### config.mk
export PLATFORM = sky130hd
export DESIGN_NAME = text_encoding_sniffer
export DESIGN_NICKNAME = d
export VERILOG_FILES = /design/src/tes_pkg.sv /design/src/text_encoding_sniffer.sv /design/src/tes_front.sv /design/src/tes_queue.sv /design/src/tes_back.sv
export SDC_FILE = /design/constraint.sdc
export NUM_CORES = 1
export LEC_CHECK = 0
export BUFFER_PORTS_ARGS = -buffer_cell sky130_fd_sc_hd__buf_4
export CORE_MARGIN = 2
export CORE_UTILIZATION = 65
export CTS_CLUSTER_SIZE = 40
export DETAILED_ROUTE_END_ITERATION = 16
export PLACE_DENSITY = 0.95
export SLEW_MARGIN = 10
export SYNTH_ARGS = -nofsm -noshare
export SYNTH_HDL_FRONTEND = slang
export SYNTH_HIERARCHICAL = 1
export SYNTH_SLANG_ARGS = --single-unit
### constraint.sdc
create_clock -name clk -period 6.2 [get_ports clk]
set_input_delay 0.93 -clock clk [delete_from_list [all_inputs] [get_ports clk]]
set_output_delay 0.93 -clock clk [all_outputs]
set_load 0.1 [all_outputs]
### src/tes_pkg.sv
// ----------------------------------------------------------------------------
// Text encoding sniffer package
// Shared word types, byte classes and encoding codes of the sniffer.
// ----------------------------------------------------------------------------
`default_nettype none

package tes_pkg;

    localparam int OUT_COUNT_WIDTH = 32;
    localparam int QUEUE_DEPTH     = 2;

    localparam logic [2:0] ENC_UTF8    = 3'd0;
    localparam logic [2:0] ENC_LE      = 3'd1;
    localparam logic [2:0] ENC_BE      = 3'd2;
    localparam logic [2:0] ENC_ASCII   = 3'd3;
    localparam logic [2:0] ENC_UNKNOWN = 3'd4;

    localparam logic [7:0] BOM_UTF8_0 = 8'hEF;
    localparam logic [7:0] BOM_UTF8_1 = 8'hBB;
    localparam logic [7:0] BOM_UTF8_2 = 8'hBF;
    localparam logic [7:0] BOM_FF     = 8'hFF;
    localparam logic [7:0] BOM_FE     = 8'hFE;

    localparam logic [7:0] MASK_CONT  = 8'hC0;
    localparam logic [7:0] MASK_LEAD3 = 8'hF0;
    localparam logic [7:0] MASK_LEAD2 = 8'hE0;
    localparam logic [7:0] MASK_LEAD4 = 8'hF8;
    localparam logic [7:0] CODE_CONT  = 8'h80;
    localparam logic [7:0] CODE_LEAD2 = 8'hC0;
    localparam logic [7:0] CODE_LEAD3 = 8'hE0;
    localparam logic [7:0] CODE_LEAD4 = 8'hF0;

    typedef enum logic [2:0] {
        CLS_ASCII,
        CLS_LEAD2,
        CLS_LEAD3,
        CLS_LEAD4,
        CLS_CONT,
        CLS_OTHER
    } byte_class_t;

    typedef struct packed {
        logic [7:0] byte_value;
        logic       last_byte;
        logic       empty_set;
    } in_word_t;

    typedef struct packed {
        logic [2:0]                 encoding;
        logic [OUT_COUNT_WIDTH-1:0] sequence_total;
        logic [OUT_COUNT_WIDTH-1:0] ascii_total;
    } out_word_t;

    typedef struct packed {
        logic [7:0]  byte_value;
        byte_class_t cls;
        logic        has_byte;
        logic        ends;
    } queue_entry_t;

endpackage

`default_nettype wire

### src/text_encoding_sniffer.sv
// ----------------------------------------------------------------------------
// Text encoding sniffer
// Classifies the encoding of a byte buffer from its byte order mark or its
// UTF-8 sequences and reports the sequence and ASCII byte counts.
//
// Bytes enter on the byte channel, one word per cycle while byte_ready is
// high, in buffer order. A word with last_byte set closes the buffer after
// its byte; a word with empty_set set closes it without adding a byte. One
// result word leaves on the result channel for each closed buffer and none
// for other words. The front end classifies each byte and places it in a
// two-word queue; the scanner takes one word per cycle from the queue unless
// a closing word waits on a held result, so the sustained rate is one byte
// per cycle. A closing word is registered in the queue and its result then
// in the output register. While the result waits there, bytes of the next
// buffer keep flowing through the scanner, and only a second closing word
// waits in the queue, which then fills and lowers byte_ready.
// Reset clears the queue, the scan state and the result valid flag.
// ----------------------------------------------------------------------------
`default_nettype none

module text_encoding_sniffer
    import tes_pkg::*;
#(
    parameter int COUNT_WIDTH = 32
)
(
    input  wire logic      clk,
    input  wire logic      rst_n,
    input  wire logic      byte_valid,
    output logic           byte_ready,
    input  wire in_word_t  byte_word,
    output logic           result_valid,
    input  wire logic      result_ready,
    output out_word_t      result_word
);

    logic          queue_full;
    logic          push;
    queue_entry_t  push_entry;
    logic          pop;
    logic          head_valid;
    queue_entry_t  head_entry;

    tes_front u_front (
        .byte_valid (byte_valid),
        .byte_ready (byte_ready),
        .byte_word  (byte_word),
        .queue_full (queue_full),
        .push       (push),
        .push_entry (push_entry)
    );

    tes_queue u_queue (
        .clk        (clk),
        .rst_n      (rst_n),
        .push       (push),
        .push_entry (push_entry),
        .pop        (pop),
        .full       (queue_full),
        .head_valid (head_valid),
        .head_entry (head_entry)
    );

    tes_back #(
        .COUNT_WIDTH (COUNT_WIDTH)
    ) u_back (
        .clk          (clk),
        .rst_n        (rst_n),
        .head_valid   (head_valid),
        .head_entry   (head_entry),
        .pop          (pop),
        .result_valid (result_valid),
        .result_ready (result_ready),
        .result_word  (result_word)
    );

endmodule

`default_nettype wire

### src/tes_front.sv
// ----------------------------------------------------------------------------
// Sniffer front end
// Accepts input words and classifies each byte before it is queued.
// ----------------------------------------------------------------------------
`default_nettype none

module tes_front
    import tes_pkg::*;
(
    input  wire logic         byte_valid,
    output logic              byte_ready,
    input  wire in_word_t     byte_word,
    input  wire logic         queue_full,
    output logic              push,
    output queue_entry_t      push_entry
);

    byte_class_t cls;

    always_comb
    begin
        priority if (byte_word.byte_value[7] == 1'b0)
            cls = CLS_ASCII;
        else if ((byte_word.byte_value & MASK_CONT) == CODE_CONT)
            cls = CLS_CONT;
        else if ((byte_word.byte_value & MASK_LEAD2) == CODE_LEAD2)
            cls = CLS_LEAD2;
        else if ((byte_word.byte_value & MASK_LEAD3) == CODE_LEAD3)
            cls = CLS_LEAD3;
        else if ((byte_word.byte_value & MASK_LEAD4) == CODE_LEAD4)
            cls = CLS_LEAD4;
        else
            cls = CLS_OTHER;
    end

    assign byte_ready = !queue_full;
    assign push       = byte_valid && !queue_full;

    always_comb
    begin
        push_entry.byte_value = byte_word.byte_value;
        push_entry.cls        = cls;
        push_entry.has_byte   = !byte_word.empty_set;
        push_entry.ends       = byte_word.empty_set || byte_word.last_byte;
    end

endmodule

`default_nettype wire

### src/tes_queue.sv
// ----------------------------------------------------------------------------
// Sniffer queue
// Short first-in first-out queue between the front end and the scanner.
// ----------------------------------------------------------------------------
`default_nettype none

module tes_queue
    import tes_pkg::*;
(
    input  wire logic          clk,
    input  wire logic          rst_n,
    input  wire logic          push,
    input  wire queue_entry_t  push_entry,
    input  wire logic          pop,
    output logic               full,
    output logic               head_valid,
    output queue_entry_t       head_entry
);

    localparam int PTR_WIDTH = (QUEUE_DEPTH > 1) ? $clog2(QUEUE_DEPTH) : 1;
    localparam int CNT_WIDTH = $clog2(QUEUE_DEPTH + 1);
    localparam logic [PTR_WIDTH-1:0] PTR_LAST = PTR_WIDTH'(QUEUE_DEPTH - 1);
    localparam logic [CNT_WIDTH-1:0] CNT_FULL = CNT_WIDTH'(QUEUE_DEPTH);

    queue_entry_t          entry_reg [QUEUE_DEPTH];
    logic [PTR_WIDTH-1:0]  wr_ptr_reg;
    logic [PTR_WIDTH-1:0]  wr_ptr_next;
    logic [PTR_WIDTH-1:0]  rd_ptr_reg;
    logic [PTR_WIDTH-1:0]  rd_ptr_next;
    logic [CNT_WIDTH-1:0]  count_reg;
    logic [CNT_WIDTH-1:0]  count_next;

    assign full       = (count_reg == CNT_FULL);
    assign head_valid = (count_reg != '0);
    assign head_entry = entry_reg[rd_ptr_reg];

    always_comb
    begin
        wr_ptr_next = wr_ptr_reg;
        rd_ptr_next = rd_ptr_reg;
        count_next  = count_reg;
        if (push)
        begin
            wr_ptr_next = (wr_ptr_reg == PTR_LAST) ? '0 : wr_ptr_reg + 1'b1;
        end
        if (pop)
        begin
            rd_ptr_next = (rd_ptr_reg == PTR_LAST) ? '0 : rd_ptr_reg + 1'b1;
        end
        if (push && !pop)
            count_next = count_reg + 1'b1;
        else if (pop && !push)
            count_next = count_reg - 1'b1;
    end

    always_ff @(posedge clk or negedge rst_n)
    begin
        if (!rst_n)
        begin
            wr_ptr_reg <= '0;
            rd_ptr_reg <= '0;
            count_reg  <= '0;
        end
        else
        begin
            wr_ptr_reg <= wr_ptr_next;
            rd_ptr_reg <= rd_ptr_next;
            count_reg  <= count_next;
        end
    end

    always_ff @(posedge clk)
    begin
        if (push)
            entry_reg[wr_ptr_reg] <= push_entry;
    end

endmodule

`default_nettype wire

### src/tes_back.sv
// ----------------------------------------------------------------------------
// Sniffer scanner
// Tracks byte order marks and UTF-8 sequences and issues the result word.
// ----------------------------------------------------------------------------
`default_nettype none

module tes_back
    import tes_pkg::*;
#(
    parameter int COUNT_WIDTH = 32
)
(
    input  wire logic          clk,
    input  wire logic          rst_n,
    input  wire logic          head_valid,
    input  wire queue_entry_t  head_entry,
    output logic               pop,
    output logic               result_valid,
    input  wire logic          result_ready,
    output out_word_t          result_word
);

    localparam int EXT_WIDTH = COUNT_WIDTH + OUT_COUNT_WIDTH;

    logic                    pending_reg, pending_upd, pending_next;
    logic [1:0]              need_reg, need_upd, need_next;
    logic [1:0]              have_reg, have_upd, have_next;
    logic [1:0]              fill_reg, fill_upd, fill_next;
    logic                    high_reg, high_upd, high_next;
    logic [COUNT_WIDTH-1:0]  seq_reg, seq_upd, seq_next;
    logic [COUNT_WIDTH-1:0]  asc_reg, asc_upd, asc_next;
    logic [7:0]              fb_reg [3];
    logic [7:0]              fb_upd [3];
    logic                    res_valid_reg, res_valid_next;
    out_word_t               res_word_reg, res_word_next;
    logic [1:0]              have_inc;
    logic                    fresh;
    logic [EXT_WIDTH-1:0]    seq_ext;
    logic [EXT_WIDTH-1:0]    asc_ext;
    logic                    bom_utf8;
    logic                    bom_le;
    logic                    bom_be;

    assign pop = head_valid && (!head_entry.ends || !res_valid_reg || result_ready);
    assign have_inc = have_reg + 2'd1;

    always_comb
    begin
        pending_upd = pending_reg;
        need_upd    = need_reg;
        have_upd    = have_reg;
        fill_upd    = fill_reg;
        high_upd    = high_reg;
        seq_upd     = seq_reg;
        asc_upd     = asc_reg;
        fb_upd      = fb_reg;
        fresh       = 1'b0;
        if (head_entry.has_byte)
        begin
            for (int i = 0; i < 3; i++)
            begin
                if (fill_reg == 2'(i))
                    fb_upd[i] = head_entry.byte_value;
            end
            if (fill_reg != 2'd3)
                fill_upd = fill_reg + 2'd1;
            if (head_entry.byte_value[7])
                high_upd = 1'b1;
            if (head_entry.cls == CLS_ASCII && asc_reg != '1)
                asc_upd = asc_reg + 1'b1;
            if (pending_reg && head_entry.cls == CLS_CONT)
            begin
                if (have_inc == need_reg)
                begin
                    pending_upd = 1'b0;
                    if (seq_reg != '1)
                        seq_upd = seq_reg + 1'b1;
                end
                else
                begin
                    have_upd = have_inc;
                end
            end
            else
            begin
                pending_upd = 1'b0;
                fresh       = 1'b1;
            end
            if (fresh)
            begin
                unique case (head_entry.cls)
                    CLS_LEAD2:
                    begin
                        pending_upd = 1'b1;
                        need_upd    = 2'd1;
                        have_upd    = 2'd0;
                    end
                    CLS_LEAD3:
                    begin
                        pending_upd = 1'b1;
                        need_upd    = 2'd2;
                        have_upd    = 2'd0;
                    end
                    CLS_LEAD4:
                    begin
                        pending_upd = 1'b1;
                        need_upd    = 2'd3;
                        have_upd    = 2'd0;
                    end
                    default:
                    begin
                        pending_upd = 1'b0;
                    end
                endcase
            end
        end
    end

    always_comb
    begin
        seq_ext  = {{OUT_COUNT_WIDTH{1'b0}}, seq_upd};
        asc_ext  = {{OUT_COUNT_WIDTH{1'b0}}, asc_upd};
        bom_utf8 = (fill_upd == 2'd3) && (fb_upd[0] == BOM_UTF8_0)
                   && (fb_upd[1] == BOM_UTF8_1) && (fb_upd[2] == BOM_UTF8_2);
        bom_le   = (fill_upd >= 2'd2) && (fb_upd[0] == BOM_FF) && (fb_upd[1] == BOM_FE);
        bom_be   = (fill_upd >= 2'd2) && (fb_upd[0] == BOM_FE) && (fb_upd[1] == BOM_FF);
        res_word_next.sequence_total = '0;
        res_word_next.ascii_total    = '0;
        priority if (fill_upd == 2'd0)
            res_word_next.encoding = ENC_UTF8;
        else if (bom_utf8)
            res_word_next.encoding = ENC_UTF8;
        else if (bom_le)
            res_word_next.encoding = ENC_LE;
        else if (bom_be)
            res_word_next.encoding = ENC_BE;
        else
        begin
            res_word_next.sequence_total = seq_ext[OUT_COUNT_WIDTH-1:0];
            res_word_next.ascii_total    = asc_ext[OUT_COUNT_WIDTH-1:0];
            if (seq_upd != '0)
                res_word_next.encoding = ENC_UTF8;
            else if (!high_upd)
                res_word_next.encoding = ENC_ASCII;
            else
                res_word_next.encoding = ENC_UNKNOWN;
        end
    end

    always_comb
    begin
        pending_next = pending_reg;
        need_next    = need_reg;
        have_next    = have_reg;
        fill_next    = fill_reg;
        high_next    = high_reg;
        seq_next     = seq_reg;
        asc_next     = asc_reg;
        if (pop)
        begin
            if (head_entry.ends)
            begin
                pending_next = 1'b0;
                need_next    = 2'd0;
                have_next    = 2'd0;
                fill_next    = 2'd0;
                high_next    = 1'b0;
                seq_next     = '0;
                asc_next     = '0;
            end
            else
            begin
                pending_next = pending_upd;
                need_next    = need_upd;
                have_next    = have_upd;
                fill_next    = fill_upd;
                high_next    = high_upd;
                seq_next     = seq_upd;
                asc_next     = asc_upd;
            end
        end
        if (pop && head_entry.ends)
            res_valid_next = 1'b1;
        else if (result_ready)
            res_valid_next = 1'b0;
        else
            res_valid_next = res_valid_reg;
    end

    always_ff @(posedge clk or negedge rst_n)
    begin
        if (!rst_n)
        begin
            pending_reg   <= 1'b0;
            need_reg      <= 2'd0;
            have_reg      <= 2'd0;
            fill_reg      <= 2'd0;
            high_reg      <= 1'b0;
            seq_reg       <= '0;
            asc_reg       <= '0;
            res_valid_reg <= 1'b0;
        end
        else
        begin
            pending_reg   <= pending_next;
            need_reg      <= need_next;
            have_reg      <= have_next;
            fill_reg      <= fill_next;
            high_reg      <= high_next;
            seq_reg       <= seq_next;
            asc_reg       <= asc_next;
            res_valid_reg <= res_valid_next;
        end
    end

    always_ff @(posedge clk)
    begin
        if (pop && !head_entry.ends)
            fb_reg <= fb_upd;
        if (pop && head_entry.ends)
            res_word_reg <= res_word_next;
    end

    assign result_valid = res_valid_reg;
    assign result_word  = res_word_reg;

endmodule

`default_nettype wire

== Word level (Yosys, flattened, before mapping) ==
Memory sizes are Yosys's and may differ from the RTL's.
Index checks and enable logic that the tools add are counted.
Widths: inputs -> output; s select.

* Logic and storage cells: 148
* Memories kept: 1
* Output and inout port bits: 69
* Bits of input ports: 14
* Memory bits (writable): 26
* Flip-flop bits (word level): 168

{| class="wikitable"
|+ Memory list
! memory !! depth !! bits a word !! rd ports !! clocked after memory_dff !! wr ports !! RTL line !! source
|-
| u_queue.entry_reg || 2 || 13 || 1 || 0 || 1 || tes_queue.sv:25 || <nowiki>queue_entry_t entry_reg [QUEUE_DEPTH];</nowiki>
|}

* Reductions and logical operators: 42
* Mux-type cells: 53
* Add/subtract/negate cells: 8
* Magnitude comparators: 1
* Equality and inequality tests: 24

{| class="wikitable"
|+ Operators by type and width
! operator !! number
|-
| $mux 32 || 8
|-
| $add 32x1->32 const B || 2
|-
| $ne 32x32->1 const B || 2
|-
| $eq 8x8->1 const B || 7
|-
| $mux 2 || 16
|-
| $reduce_bool 32->1 || 1
|-
| $mux 24 || 1
|-
| $mux 8 || 3
|-
| $mux 1 || 18
|-
| $mux 3 || 6
|-
| $logic_and 1x1->1 || 15
|-
| $reduce_bool 2->1 || 5
|-
| $eq 2x2->1 const B || 4
|-
| $add 2x1->2 const B || 3
|-
| $eq 3x2->1 const B || 2
|-
| $eq 3x3->1 const B || 2
|-
| $logic_not 1->1 || 6
|-
| $pmux 2 s3 || 1
|-
| $reduce_or 3->1 || 2
|-
| $eq 5x5->1 const B || 1
|-
| $reduce_or 5->1 || 1
|-
| $eq 4x4->1 const B || 1
|-
| $logic_not 2->1 || 2
|-
| $ne 4x3->1 const B || 1
|-
| 15 further kinds || 18
|}

== Depth between registers and ports, before layout ==
Gate-level depths: netlist (run 1).

* Depth in word-level cells: 9
* Depth in mapped cells: 13
* Mapped depth without buffers: 10

== Hierarchy ==
Netlist (run 1), hierarchy kept.

{| class="wikitable"
|+ Modules (own cells, without submodules)
! module !! area each (µm²) !! sequential area each (µm²) !! times used !! cells each
|-
| tes_back || 8914.8 || 4559.4 || 1 || 904
|-
| tes_queue || 1127.3 || 880.8 || 1 || 56
|-
| tes_front || 115.1 || 0.0 || 1 || 19
|}

== Least setup slack after synthesis (run 1) ==
No wires, ideal clock.

* Kind: reg2reg
* Start: register u_queue.rd_ptr_reg
* End: register u_back.res_word_reg (netlist bit u_back/result_word[65]), data pin
* Data required time: 6.042 ns
* Buffers on the path: 2
* Setup slack: 2.853 ns
* Library setup time: 0.158 ns
* Period minus slack after synthesis: 3.347 ns
* Cell stages (with the launch flop): 13
* Arrival: 3.189 ns
* Path through: dfrtp_1 buf_6 mux2_2 nor4bb_1 and3_1 clkbuf_1 nand3_1 or4_1 xor2_1 nand4_1 nor4_4 nand3_2 a211oi_2

{| class="wikitable"
|+ RTL lines
! item !! RTL line !! source
|-
| start: declaration || tes_queue.sv:28 || <nowiki>logic [PTR_WIDTH-1:0] rd_ptr_reg;</nowiki>
|-
| start signal: assignment || tes_queue.sv:67 || <nowiki>rd_ptr_reg <= rd_ptr_next;</nowiki>
|-
| end signal: assignment || tes_back.sv:221 || <nowiki>res_word_reg <= res_word_next;</nowiki>
|-
| end: declaration || tes_back.sv:35 || <nowiki>out_word_t res_word_reg, res_word_next;</nowiki>
|}

==> results by group, run 1 <==
Power and ir drop
  • Final Power: 5.96 mW
  • Max VDD drop: 0.000676 V
  • Leak: around 4.3 nW
  • Power per Cell Area: 527 nW/um^2

Route
  • Vias: between 8k and 9k
  • Post-route ant nets: 0
  • DRC: 0
  • Initial drt markers: roughly 1.2k
  • Avg WL per Cell: approximately 19 microns
  • Detailed Routing Iterations Pass 1: 6
  • Vias per cell: ~6.5
  • Routed WL: ~23000 microns

CTS
  • Clock sinks: 194
  • Worst-skew pair later-pin latency: between 0.4 and 0.5 ns
  • TritonCTS clock tree: done
  • H-tree levels: 4
  • CTS root buf: clkbuf_16
  • Gates resized, CTS repair: 0
  • CTS Buffer Depth: 2
  • Post-CTS Setup Bufs: 0
  • Reg clk slew, reported paths: 0.07 ns
  • Hold_buf cts: 0
  • CTS buffer count: 17

STA
  • Setup tns final: 0 ns
  • Max-slew violation count: 0
  • Slew @ Worst Pin: between 1 and 1.5 ns
  • Maximum clock rate: ~230 MHz
  • Post-route setup slack: ~1.8 ns
  • RSZ-0062 raised after global routing: false
  • Final Hold Viols: 0
  • Fin crit period: between 4 and 5 ns
  • Slew Limit Headroom: a little under a quarter
  • Period utilization: a little under three quarters
  • Setup-failing EPs final: 0
  • Clock skew: about 0.0089 ns

Job
  • Max-Cap Viols: 0

Synthesis
  • Ys Warns: 6
  • Yosys cell types: 63
  • Cells after Synth: a little under 1k
  • Synth async-reset ratio: about 40%
  • Average cell area after synthesis: 10.4 sq um
  • Post-Syn Nets: around 1000
  • EDFF count, synth: around 120
  • Post-synthesis instance area: 10200 sq um
  • Sequential area share after synthesis: roughly 54%
  • Primary FF master, synth: edfxtp_1
  • #FFs+latches synth: between 150 and 200

Layout
  • Register area: 5440 sq um
  • Synthesis-to-layout area growth: 11.2%
  • Filler cells: roughly 1000
  • Final instance area: between 10000 and 15000 sq um
  • Max FFs per register: 67
  • Leading cell type in the layout, fill and taps excluded: edfxtp_1
  • Most frequent cells in the layout: edfxtp_1, nor2_1, nand2_1, o21ai_0, buf_4
  • Footprint of the multi-input gates: 4280 sq um
  • Net count, final: between 1k and 1.5k
  • Final Util: around three quarters
  • Share of layout cells above drive strength 1: about 18%
  • Antenna diodes: 0

Floorplanning
  • Core outline area: roughly 15000 sq um
  • Die Height: ~130 microns
  • Die area: roughly 17000 sq um
  • Initial Utilization: around two thirds
  • Die X: approximately 130 microns
  • IO Pins: 83
  • Cell Rows: 45

Worst setup path
  • WP data required: between 6 and 7 ns
  • WS Path Type: reg2reg
  • CP Launch Type: register
  • Worst path arrival time: 4.75 ns
  • Critical Path Fanout Max: 18
  • Critical Path Sink Type: register

Global route
  • Largest net degree at the start of global routing: slightly below 80
  • Antenna violations before repair: 0
  • Total gr overflow: 0
  • Gr usage total: 28.7%
  • Vias in the first global route: between 7k and 8k
  • First-pass GRT wire length: about 37000 microns

Place
  • Final Wtd Congestion: around 0.94
  • Setup slack at placement: between 1.5 and 2 ns
  • Area after DPL: approximately 11000 sq um
  • DPL Wire Length: ~15000 microns
  • # port buffers: just over 80

Status
  • Status: complete, no violations

Min path
  • Worst hold path type: reg2reg
==> Yosys cell counts, types with 8 or more instances <==
cell | instances | area share (%)
edfxtp_1 | 117 | 35
nor2_1 | 100 | 3.7
nand2_1 | 89 | 3.3
o21ai_0 | 89 | 4.4
dfrtp_1 | 77 | 19
clkbuf_1 | 48 | 1.8
nand3_1 | 42 | 2.1
mux2_2 | 37 | 4.1
nand4_1 | 36 | 2.2
xnor2_1 | 36 | 3.1
xor2_1 | 36 | 3.1
a21oi_1 | 28 | 1.4
o31ai_1 | 28 | 2.1
and3_1 | 18 | 1.1
and4_1 | 15 | 1.3
inv_1 | 15 | 0.55
a31oi_1 | 13 | 0.80
nor4_1 | 11 | 0.68
or2_2 | 10 | 0.62
and2_1 | 9 | 0.55
buf_2 | 9 | 0.44
buf_1 | 8 | 0.30
buf_4 | 8 | 0.59
nor2b_1 | 8 | 0.49
nor3_1 | 8 | 0.39
or3_1 | 8 | 0.49
==> power breakdown <==
| part | switching (mW) | internal, mW |
|---|---|---|
| Combinational | 2.31 | 0.587 |
| Sequential | 0.147 | 1.83 |
| Clock | 0.500 | 0.585 |
==> metrics by stage <==
stage	hold WS, ns	std cells
global route	0.530	1231
CTS	0.518	1231
finish	0.518	1231
floorplan	0.448	979
global placement	0.471	1199
detailed placement	0.499	1199
==> cells by family after synthesis <==
family / after synthesis / share of synthesized area, %
multiplexers: 43 / 4.69
AND/OR/NAND/NOR: 386 / 19.7
XOR/XNOR: 72 / 6.21
adder cells (fa/ha/maj): 3 / 0.370
AO/OA/AOI/OAI: 187 / 11.2
flip-flops: 194 / 53.6
buffers and inverters: 94 / 4.32
==> routing by layer <==
metal / track usage (%) / wire length, microns
met3: 5.53 / 1880
met2: 47.8 / 11700
met5: 0 / 0
met4: 13.0 / 703
met1: 36.9 / 9040
==> worst paths after layout <==
| kind | slack [ns] | to | cells past startpoint | startpoint |
|---|---|---|---|---|
| max | 1.78 | u_back/asc_reg[18] | 8 | u_queue/rd_ptr_reg |
| max reg2reg | 1.78 | u_back/asc_reg[18] | 8 | u_queue/rd_ptr_reg |
| max in group asynchronous | 4.88 | u_back/seq_reg[17] | 1 | rst_n |
| min | 0.52 | u_queue/count_reg[1] | 1 | u_queue/count_reg[1] |
| min reg2reg | 0.52 | u_queue/count_reg[1] | 1 | u_queue/count_reg[1] |
| min in group asynchronous | 0.65 | u_back/seq_reg[0] | 1 | rst_n |
==> layout make-up <==
| type | instances | share of cell area (%) |
|---|---|---|
| Sequential cell | 194 | 48.1 |
| Inverter | 15 | 0.498 |
| Clock buffer | 20 | 4.33 |
| Tap cell | 211 | 2.34 |
| Multi-Input combinational cell | 691 | 37.9 |
| Clock inverter | 12 | 0.952 |
| Timing Repair Buffer | 88 | 5.85 |
==> worst max-delay path, cell delays in order (launching register included) <==
cell and delay [ns]:
dfrtp_1 0.73, mux2_2 0.45, or3b_1 0.54, a211oi_2 0.93
nand2b_1 0.37, nor3_1 0.57, and3_1 0.30, o21ai_0 0.12
a22o_1 0.28
(Power assumes the default switching activity.)
==> inputs of run 2 (changes only) <==
Settings changed: ABC_AREA set to 1, CORE_UTILIZATION 65 to 60, PLACE_DENSITY 0.95 to 0.9.
Clock period 6.2 ns to 4.1 ns, I/O delays scaled along.
==> run 2 against run 1 <==
Against the previous run: register-to-register slack lost 1.3 ns; utilization down 4.9 points; count of clock-buffer cells in the layout is 1 lower; die area is 8.8% higher; first-iteration DRC count is 8.2% lower; global-route usage is 1.6 points lower; synthesized cell count up 22%; maximum frequency rose by 23%; sequential share of layout area decreased by 0.88 points; largest power group unchanged; final cell count increased by 22%.
==> results by group, run 2 <==
Layout
  • Net count, final: approximately 1.3k
  • Antenna diodes: 0
  • Footprint of the multi-input gates: ~4000 sq um
  • Synthesis-to-layout area growth: 12.5%
  • Max FFs per register: 67
  • Most frequent cells in the layout: nand2_1, nor2_1, inv_1, edfxtp_1, buf_4
  • Register area: 5440 sq um
  • Share of layout cells above drive strength 1: between 10% and 20%
  • Filler cells: roughly 1.2k
  • Leading cell type in the layout, fill and taps excluded: nand2_1
  • Layout Cells excl Fill: 1499
  • Final instance area: between 10000 and 15000 sq um

CTS
  • TritonCTS clock tree: done
  • H-tree levels: 4
  • CTS Buffer Depth: 2
  • CTS buffer count: 17
  • Reg clk slew, reported paths: 0.07 ns
  • Worst-skew pair later-pin latency: ~0.44 ns
  • Clock sinks: 194
  • Post-CTS Setup Bufs: 0
  • CTS root buf: clkbuf_16

Place
  • Final Wtd Congestion: between 0.9 and 1
  • Placed insts: about 1.5k
  • # port buffers: slightly above 80
  • Area after DPL: 11000 sq um
  • Setup slack at placement: 0.460 ns
  • DPL Wire Length: 16700 microns

Route
  • Post-route ant nets: 0
  • Detailed Routing Iterations Pass 1: 5
  • Vias: around 8.6k
  • Vias per cell: about 5.8
  • DRC: 0
  • Avg WL per Cell: about 16 microns
  • Routed WL: roughly 24000 microns
  • Initial drt markers: between 1k and 1.5k

STA
  • Max-slew violation count: 0
  • Setup-failing EPs final: 0
  • Slew Limit Headroom: roughly a quarter
  • RSZ-0062 raised after global routing: false
  • Clock skew: about 0.015 ns
  • Slew @ Worst Pin: about 1.1 ns
  • Maximum clock rate: about 280 MHz
  • Period utilization: 87.4%
  • Setup tns final: 0 ns
  • Fin crit period: between 3 and 4 ns
  • Final Hold Viols: 0
  • Post-route setup slack: slightly above 0.5 ns

Synthesis
  • Sequential area share after synthesis: a little over half
  • EDFF count, synth: approximately 120
  • Yosys cell types: 44
  • Commonest cells post-synth: nand2_1, nor2_1, inv_1
  • Primary FF master, synth: edfxtp_1
  • Dominant cells by area after synthesis: edfxtp_1, dfrtp_1, nand2_1
  • Area leader, netlist: edfxtp_1
  • Post-Syn Nets: around 1.2k
  • Post-synthesis instance area: approximately 10000 sq um
  • Synth async-reset ratio: about two fifths
  • Most frequent cell after synthesis: nand2_1
  • Ys Warns: 6
  • #FFs+latches synth: ~190
  • Cells after Synth: about 1.2k
  • Synth top area share: 34.3%
  • Average cell area after synthesis: approximately 8.6 sq um

Global route
  • Antenna violations before repair: 0
  • Total gr overflow: 0
  • Largest net degree at the start of global routing: 78
  • Gr usage total: a little over a quarter
  • First-pass GRT wire length: 39200 microns
  • Vias in the first global route: 8163

Power and ir drop
  • Flop pwr share: approximately a third
  • Sw Pwr: between 4 and 5 mW
  • Power per Cell Area: between 800 and 900 nW/um^2
  • Clock power frac: ~17%
  • Sw Share: between 50% and 60%
  • Max VDD drop: between 0.0008 and 0.0009 V
  • Combinational share of power: about half
  • Leak: around 4.7 nW
  • Int Pwr: 4.53 mW
  • Final Power: 9.35 mW

Worst setup path
  • R2R setup slack: ~0.52 ns
  • Setup crit start: u_queue/rd_ptr_reg
  • WP data required: approximately 4.3 ns
  • CP cell instances: mux2_2, nand3_1, inv_1, or2_1, o21ai_0, inv_1, nand2_1, nor4_2, a31oi_2, nand2_2, buf_4, nor2_1
  • WS Path Type: reg2reg
  • Slowest CP cell: mux2_2
  • Reg2reg start: u_queue/rd_ptr_reg
  • Crit-path max cell delay: ~0.55 ns
  • CP Launch Type: register
  • Critical Path Fanout Max: 39
  • Critical Path Sink Type: register
  • Worst path arrival time: 3.75 ns
  • Crit-path most repeated cell: inv_1

Job
  • Max-Cap Viols: 0

Floorplanning
  • Core outline area: about 17000 sq um
  • Die area: about 18000 sq um
  • Initial Utilization: between 60 and 70%
  • Die Height: approximately 130 microns
  • Die X: 135 microns
  • Cell Rows: between 40 and 50
  • IO Pins: 83

Status
  • Status: complete, no violations

Min path
  • Worst hold path type: in2async
## run 2: routing by layer
layer | track usage, % | vias to the layer above | wire (microns)
met3 | 4.88 | 44 | 1530
met2 | 47.0 | 386 | 12000
met4 | 8.42 | 0 | 519
met1 | 35.1 | 4108 | 9910
li1 | - | 4091 | -
met5 | 0 | - | 0
## run 2: critical path: cells and delay by family, from the launching register on
family                 cells  cell delay, ns
AND/OR/NAND/NOR            6            1.20
buffers and inverters      3            0.74
multiplexers               1            0.55
flip-flops                 1            0.53
AO/OA/AOI/OAI              2            0.27
## run 2: repair_timing
item	4_1_cts	5_1_grt
endpoints found under the setup margin	0	4
hold endpoints to repair	0	0
resized for setup	0	1
hold buffers	0	0
## run 2: area by class of cell
cell class / count / area share [%]
Clock inverter: 13 / 1.03
Sequential cell: 194 / 47.3
Multi-Input combinational cell: 803 / 34.3
Clock buffer: 19 / 3.76
Inverter: 158 / 5.15
Timing Repair Buffer: 92 / 6.11
Tap cell: 220 / 2.39
## run 2: cell families (layout without fill, tap and decap cells)
logic type	count (synthesis)	after routing	synth area share, %
compound gates	131	131	7.45
xor+xnor	31	31	2.73
fa+ha+maj	3	3	0.367
buf+inv	199	282	8.24
flops	194	194	53.2
mux	14	14	1.53
simple gates	624	624	26.5
## run 2: path summary, 6_finish.rpt
kind                       depth (start not counted)                       to
setup / recovery                                  12    u_back/result_word[6]
hold / removal                                     1        u_back/seq_reg[8]
setup reg to reg                                  12    u_back/result_word[6]
hold reg to reg                                    1       u_queue/wr_ptr_reg
max in group asynchronous                          1       u_queue/rd_ptr_reg
min in group clk                                   1  u_queue/entry_reg[0][5]
## run 2: power by group through the flow
stage	Combinational, mW	Clock (mW)	Sequential, mW
3_3_place_gp	4.59	0	3.08
2_1_floorplan	1.63	0	5.12
4_1_cts	4.70	1.61	3.06
6_report	4.72	1.58	3.06
5_1_grt	4.97	1.67	3.11
3_5_place_dp	4.68	0	3.09
## run 2: stage by stage
stage | hold WS [ns] | utilization [%]
floorplan | 0.319 | -
global placement | 0.458 | 65.9
detailed placement | 0.478 | 65.9
CTS | 0.353 | 69.2
global route | 0.349 | 69.2
finish | 0.335 | 69.2
